--- src/rtl/core/tria_pkg.sv ---
`timescale 1ns / 1ps

package tria_pkg;

  // Sizing of the allocator
  localparam int NUM_KINDS = 5;
  localparam int MAX_SLOTS = 4096;
  localparam int NUM_CFG   = 5;
  localparam int QDEPTH    = 2;

  // Field and register widths
  localparam int SLOT_W    = 12;
  localparam int KIND_W    = 3;
  localparam int CAP_W     = 13;
  localparam int CFG_IDX_W = 3;
  localparam int KCMP_W    = KIND_W + 1;

  // Derived widths
  localparam int PTR_W     = $clog2(MAX_SLOTS);
  localparam int FILL_W    = $clog2(MAX_SLOTS + 1);
  localparam int CMP_W     = (FILL_W > CAP_W) ? FILL_W : CAP_W;
  localparam int KIDX_W    = (NUM_KINDS > 1) ? $clog2(NUM_KINDS) : 1;
  localparam int RAM_DEPTH = NUM_KINDS * MAX_SLOTS;
  localparam int ADDR_W    = $clog2(RAM_DEPTH);
  localparam int QPTR_W    = (QDEPTH > 1) ? $clog2(QDEPTH) : 1;
  localparam int QCNT_W    = $clog2(QDEPTH + 1);

  // Capacity register reset values
  localparam logic [CAP_W-1:0] CAP_RESET [NUM_CFG] = '{
    CAP_W'(4096), CAP_W'(4096), CAP_W'(4096), CAP_W'(4096), CAP_W'(1024)
  };

  typedef enum logic [0:0] {
    OP_ALLOC = 1'b0,
    OP_FREE  = 1'b1
  } op_e;

  typedef enum logic [2:0] {
    ST_FRESH   = 3'd0,
    ST_REUSED  = 3'd1,
    ST_WRAPPED = 3'd2,
    ST_FREED   = 3'd3,
    ST_DROPPED = 3'd4
  } status_e;

  // Work handed from the classifier to the memory side
  typedef struct packed {
    logic              rd;
    logic              wr;
    logic [ADDR_W-1:0] addr;
    logic [SLOT_W-1:0] data;
    status_e           status;
  } cmd_t;

  // Advance a ring position, wrapping at the FIFO depth
  function automatic logic [PTR_W-1:0] ptr_next(input logic [PTR_W-1:0] p);
    logic [PTR_W-1:0] r;
    if (p == PTR_W'(MAX_SLOTS - 1)) begin
      r = '0;
    end else begin
      r = p + 1'b1;
    end
    return r;
  endfunction

  // Flat free-store address of one kind's ring position
  function automatic logic [ADDR_W-1:0] store_addr(input logic [KIDX_W-1:0] k,
                                                   input logic [PTR_W-1:0]  p);
    logic [ADDR_W-1:0] a;
    a = ADDR_W'(k) * ADDR_W'(MAX_SLOTS) + ADDR_W'(p);
    return a;
  endfunction

endpackage

--- src/rtl/core/tria_cmd_q.sv ---
`timescale 1ns / 1ps

module tria_cmd_q
  import tria_pkg::*;
(
  input  logic clk_i,
  input  logic rst_ni,
  input  logic push_i,
  input  cmd_t cmd_i,
  output logic full_o,
  input  logic pop_i,
  output logic empty_o,
  output cmd_t cmd_o
);

  cmd_t              buf_q [QDEPTH];
  logic [QPTR_W-1:0] wptr_q;
  logic [QPTR_W-1:0] rptr_q;
  logic [QCNT_W-1:0] cnt_q;

  assign full_o  = (cnt_q == QCNT_W'(QDEPTH));
  assign empty_o = (cnt_q == '0);
  assign cmd_o   = buf_q[rptr_q];

  // Store pushed commands
  always_ff @(posedge clk_i) begin
    if (push_i) begin
      buf_q[wptr_q] <= cmd_i;
    end
  end

  // Advance pointers and occupancy
  always_ff @(posedge clk_i or negedge rst_ni) begin
    if (!rst_ni) begin
      wptr_q <= '0;
      rptr_q <= '0;
      cnt_q  <= '0;
    end else begin
      if (push_i) begin
        wptr_q <= (wptr_q == QPTR_W'(QDEPTH - 1)) ? '0 : wptr_q + 1'b1;
      end
      if (pop_i) begin
        rptr_q <= (rptr_q == QPTR_W'(QDEPTH - 1)) ? '0 : rptr_q + 1'b1;
      end
      if (push_i && !pop_i) begin
        cnt_q <= cnt_q + 1'b1;
      end else if (pop_i && !push_i) begin
        cnt_q <= cnt_q - 1'b1;
      end
    end
  end

endmodule

--- config.mk ---
export PLATFORM = sky130hd
export DESIGN_NAME = tria_cmd_q
export DESIGN_NICKNAME = d
export VERILOG_FILES = /design/src/rtl/core/tria_pkg.sv /design/src/rtl/core/tria_cmd_q.sv
export SDC_FILE = /design/constraint.sdc
export NUM_CORES = 1
export LEC_CHECK = 0
export ABC_AREA = 0
export BUFFER_PORTS_ARGS = -buffer_cell sky130_fd_sc_hd__buf_2
export CAP_MARGIN = 20
export CORE_MARGIN = 1
export CORE_UTILIZATION = 52
export DETAILED_ROUTE_END_ITERATION = 16
export GPL_TIMING_DRIVEN = 1
export PLACE_DENSITY = 0.85
export SLEW_MARGIN = 20
export SYNTH_ARGS = -nofsm -noshare
export SYNTH_HDL_FRONTEND = slang
export SYNTH_SLANG_ARGS = --single-unit
export TNS_END_PERCENT = 10
--- constraint.sdc ---
create_clock -name clk_i -period 2.9 [get_ports clk_i]
set_input_delay 0 -clock clk_i [delete_from_list [all_inputs] [get_ports clk_i]]
set_output_delay 0 -clock clk_i [all_outputs]
set_load 0.05 [all_outputs]
After elaboration in Yosys (flattened, before gate mapping)
Memory sizes are Yosys's and may differ from the RTL's.
Index checks and enable logic that the tools add are counted.

operators by class
  add/sub/neg operators = 4
  multiply operators = 0
  div/mod/pow operators = 0
  $lt $le $gt $ge = 0
  equal/unequal tests = 1
  shifts and indexed selects = 0
  mux-type cells = 6
  bitwise operators = 0
  reductions and logical operators = 6

operator list
  kind                 number
  $mux 1               4
  $mux 2               2
  $add 1x1->1 const B  2
  $add 2x1->2 const B  1
  $eq 2x2->1 const B   1
  $logic_and 1x1->1    2
  $logic_not 1->1      2
  $logic_not 2->1      1
  $reduce_bool 2->1    1
  $sub 2x1->2 const B  1

storage, ports and cells
  flip-flop bits (word level) = 4
  bits in latches = 0
  RAM bits = 64
  ROM bits = 0
  output and inout port bits = 34
  logic and storage cells = 21
  memories = 1

memory list
  memory  words  bits a word  rd ports  clocked after memory_dff  wr ports  RTL line          RTL
  buf_q   2      32           1         0                         1         tria_cmd_q.sv:16  cmd_t buf_q [QDEPTH];

Depth between registers and ports, before layout
  depth in word-level cells = 4
  depth in mapped cells = 5
  gate-level depth less buffers = 5

Least setup slack after synthesis
No wires, ideal clock.

  path kind = register -> register
  from = register wptr_q
  to = memory buf_q[0][0] (netlist name), enable pin
  library setup time = 0.425 ns
  arrival = 1.842 ns
  data required time = 2.475 ns
  slack = 0.633 ns
  stages on the path, launching flop included = 2
  buffers on the path = 0
  path through = dfrtp_1 -> nor2b_1

RTL lines
  what                    RTL line          RTL
  from (decl)             tria_cmd_q.sv:17  logic [QPTR_W-1:0] wptr_q;
  from (signal assigned)  tria_cmd_q.sv:40  wptr_q <= (wptr_q == QPTR_W'(QDEPTH - 1)) ? '0 : wptr_q + 1'b1;
  to (decl)               tria_cmd_q.sv:16

No word-level cell before the write port.

==> key figures <==
Layout
  – Nets: 266
  – Diode count: 0
  – Synthesis-to-finish area growth: 34.6%
  – Seq. cell area: around 0.002 mm^2
  – Layout cells sized above 1: 50.0%
  – Fill count: between 300 and 400
  – Post-route cell area: 0.00357 mm^2
  – Multi-input gate area: 559 um^2
  – Final Instance Count excl. Fillers: roughly 300
  – Commonest non-fill, non-tap cell in the layout: buf_2
  – Most frequent cells in the layout: buf_2, edfxtp_1, dlygate4sd3_1

Setup path
  – CP required: 2.90 ns
  – WS Path Type: flop to primary output
  – Crit-path max FO: 33
  – WP data arrival: approximately 2.0 ns
  – Setup crit start kind: flop
  – Setup crit end kind: primary output

Global route
  – Initial antenna violation count: 0
  – Aggregate global-route resource usage: 18.8%
  – Vias in the first global route: about 1400
  – Grt ovf: 0
  – Largest net degree at the start of global routing: 34
  – First-pass GRT wire length: 7.04 mm

Floorplan
  – Num rows: 25
  – Initial core utilization: 55.0%
  – Die Ht: 73.4 um
  – Die area: roughly 0.0054 mm^2
  – Die X: 73.4 um
  – Core Area: around 0.0048 mm^2
  – Top Ports: 70

Placed design
  – Hpwl dp: approximately 2.8 mm
  – Final Wtd Congestion: 0.735
  – Dpl cell area: 0.00302 mm^2
  – PortBufs: around 70
  – DP Cell Count: between 200 and 250

Clock tree
  – Deepest clock path buffer count: 2
  – CTS resizes: 0
  – Clock Tree Root: clkbuf_8
  – Clk slew on worst S/H paths: 0.07 ns
  – Inserted Clock Buffers: 9
  – Clock latency on the worst-skew pair: 0.33 ns
  – CTS sink cnt: 68
  – H-Tree Depth: 3
  – CTS tree: built

Timing
  – Slew Limit Fails: 0
  – RSZ-0062 raised after global routing: false
  – Setup TNS: 0 ns
  – Period Utilization, post-route: 68.6%
  – Worst slew pin tran: 1.01 ns
  – Final setup fails: 0
  – Minimum clock period: a little under 2 ns
  – Worst Clk Skew: 0.00781 ns
  – Slew headroom: 32.4%
  – Final-report hold violation count: 0
  – FMAX: 0.503 GHz

Yosys
  – Mapped cell area: 0.00265 mm^2
  – Mean post-synth cell area: between 20 and 25 um^2
  – Synth Instances: 116
  – Seq/Total Area, Yosys: 76.3%
  – Synth warn: 0
  – Seq cells post-synth: 68
  – Synth Net Count: roughly 150
  – Cell variety after synth: 13

Detailed routing
  – Wl on met1: 2.09 mm
  – DRC: 0
  – Met3 Routed Length: about 300 um
  – DR vias: ~1400
  – Routed Antenna Nets: 0
  – DR iter-0 viols: 100
  – Top routing layer in use: met4
  – WL/cell: 15.9 um
  – Via density: 4.75
  – TritonRoute pass-1 iters: 6
  – Post-detailed-routing wire length: ~4.8 mm
  – Routed wl met2: 2.34 mm

Power
  – Pwr per Cell Area: 1050 mW/mm^2
  – VDD IR max: 0.519 mV
  – P_leak: between 1 and 1.5 nW

Flow run
  – Max Cap Viol: 0

Run status
  – Status: finished, final reports clean

Hold path
  – Hold Path Class: primary input to flop
metal layers:
metal	vias to the layer above	track usage, %
met3	7	6.31
met5	-	0
met1	686	23.1
met2	64	31.3
li1	672	-
met4	0	7.05
through the flow:
step / util (%) / hold slack [ns] / worst slack, ns / total power, mW
global placement: 62.8 / -0.193 / 1.20 / 2.97
global route: 74.0 / 0.390 / 0.813 / 3.88
floorplan: - / -0.296 / 0.633 / 2.80
CTS: 74.0 / 0.365 / 0.881 / 3.76
finish: 74.0 / 0.399 / 0.910 / 3.74
detailed placement: 62.8 / -0.188 / 1.11 / 3.00
final timing paths:
kind                                       from  slack [ns]                    end  cells past startpoint
setup / recovery             rptr_q$_DFFE_PN0P_        0.91              cmd_o[11]                      2
hold / removal                         cmd_i[3]        0.40  buf_q[1][3]$_DFFE_PP_                      2
setup reg to reg             wptr_q$_DFFE_PN0P_        1.13  buf_q[1][5]$_DFFE_PP_                      2
hold reg to reg            cnt_q[1]$_DFFE_PN0P_        0.50   cnt_q[1]$_DFFE_PN0P_                      1
max in group asynchronous                rst_ni        2.15     rptr_q$_DFFE_PN0P_                      3
min in group asynchronous                rst_ni        0.55   cnt_q[0]$_DFFE_PN0P_                      3
cells in the mapped netlist, drive strengths merged:
cell type / instances / area share (%)
edfxtp: 64 / 73
mux2: 32 / 18
buf: 4 / 2.7
dfrtp: 4 / 3.8
xor2: 4 / 1.3
nor2: 2 / 0.28
nor2b: 2 / 0.47
and2: 1 / 0.24
ha: 1 / 0.47
inv: 1 / 0.14
xnor2: 1 / 0.33
layout make-up:
class,count,share of cell area (%)
Timing Repair Buffer,106,20.0
Multi-Input combinational cell,43,15.7
Inverter,1,0.105
Clock buffer,10,3.58
Sequential cell,68,56.7
Tap cell,67,2.35
Clock inverter,6,1.54
worst max-delay path, cell delays in order, from the launching register on:
cell and delay, ns:
dfrtp_2 1.03, mux2_2 0.41, buf_2 0.21
what timing repair did:
item / 4_1_cts / 5_1_grt
endpoints found under the hold margin: 70 / 0
setup buffers: 0 / 0
hold buffers: 36 / 0
cells by family after synthesis:
logic type,after synthesis,synth area share (%)
xor gates and xnor gates,5,1.65
adders and majority gates,1,0.472
and+or+nand+nor,5,0.992
muxes,32,17.7
DFF,68,76.3
buffers and inverters,5,2.83
state kept, by name, summed over array words and instances, names as in the netlist:
name and flops:
buf_q 64, cnt_q 2, rptr_q 1, wptr_q 1
where the power goes:
part / total, mW / switching (mW) / internal, mW
clock network: 0.723 / 0.335 / 0.389
registers: 1.50 / 0.191 / 1.31
logic: 1.52 / 0.979 / 0.538
Note: power is estimated with default switching activity, not from simulation.
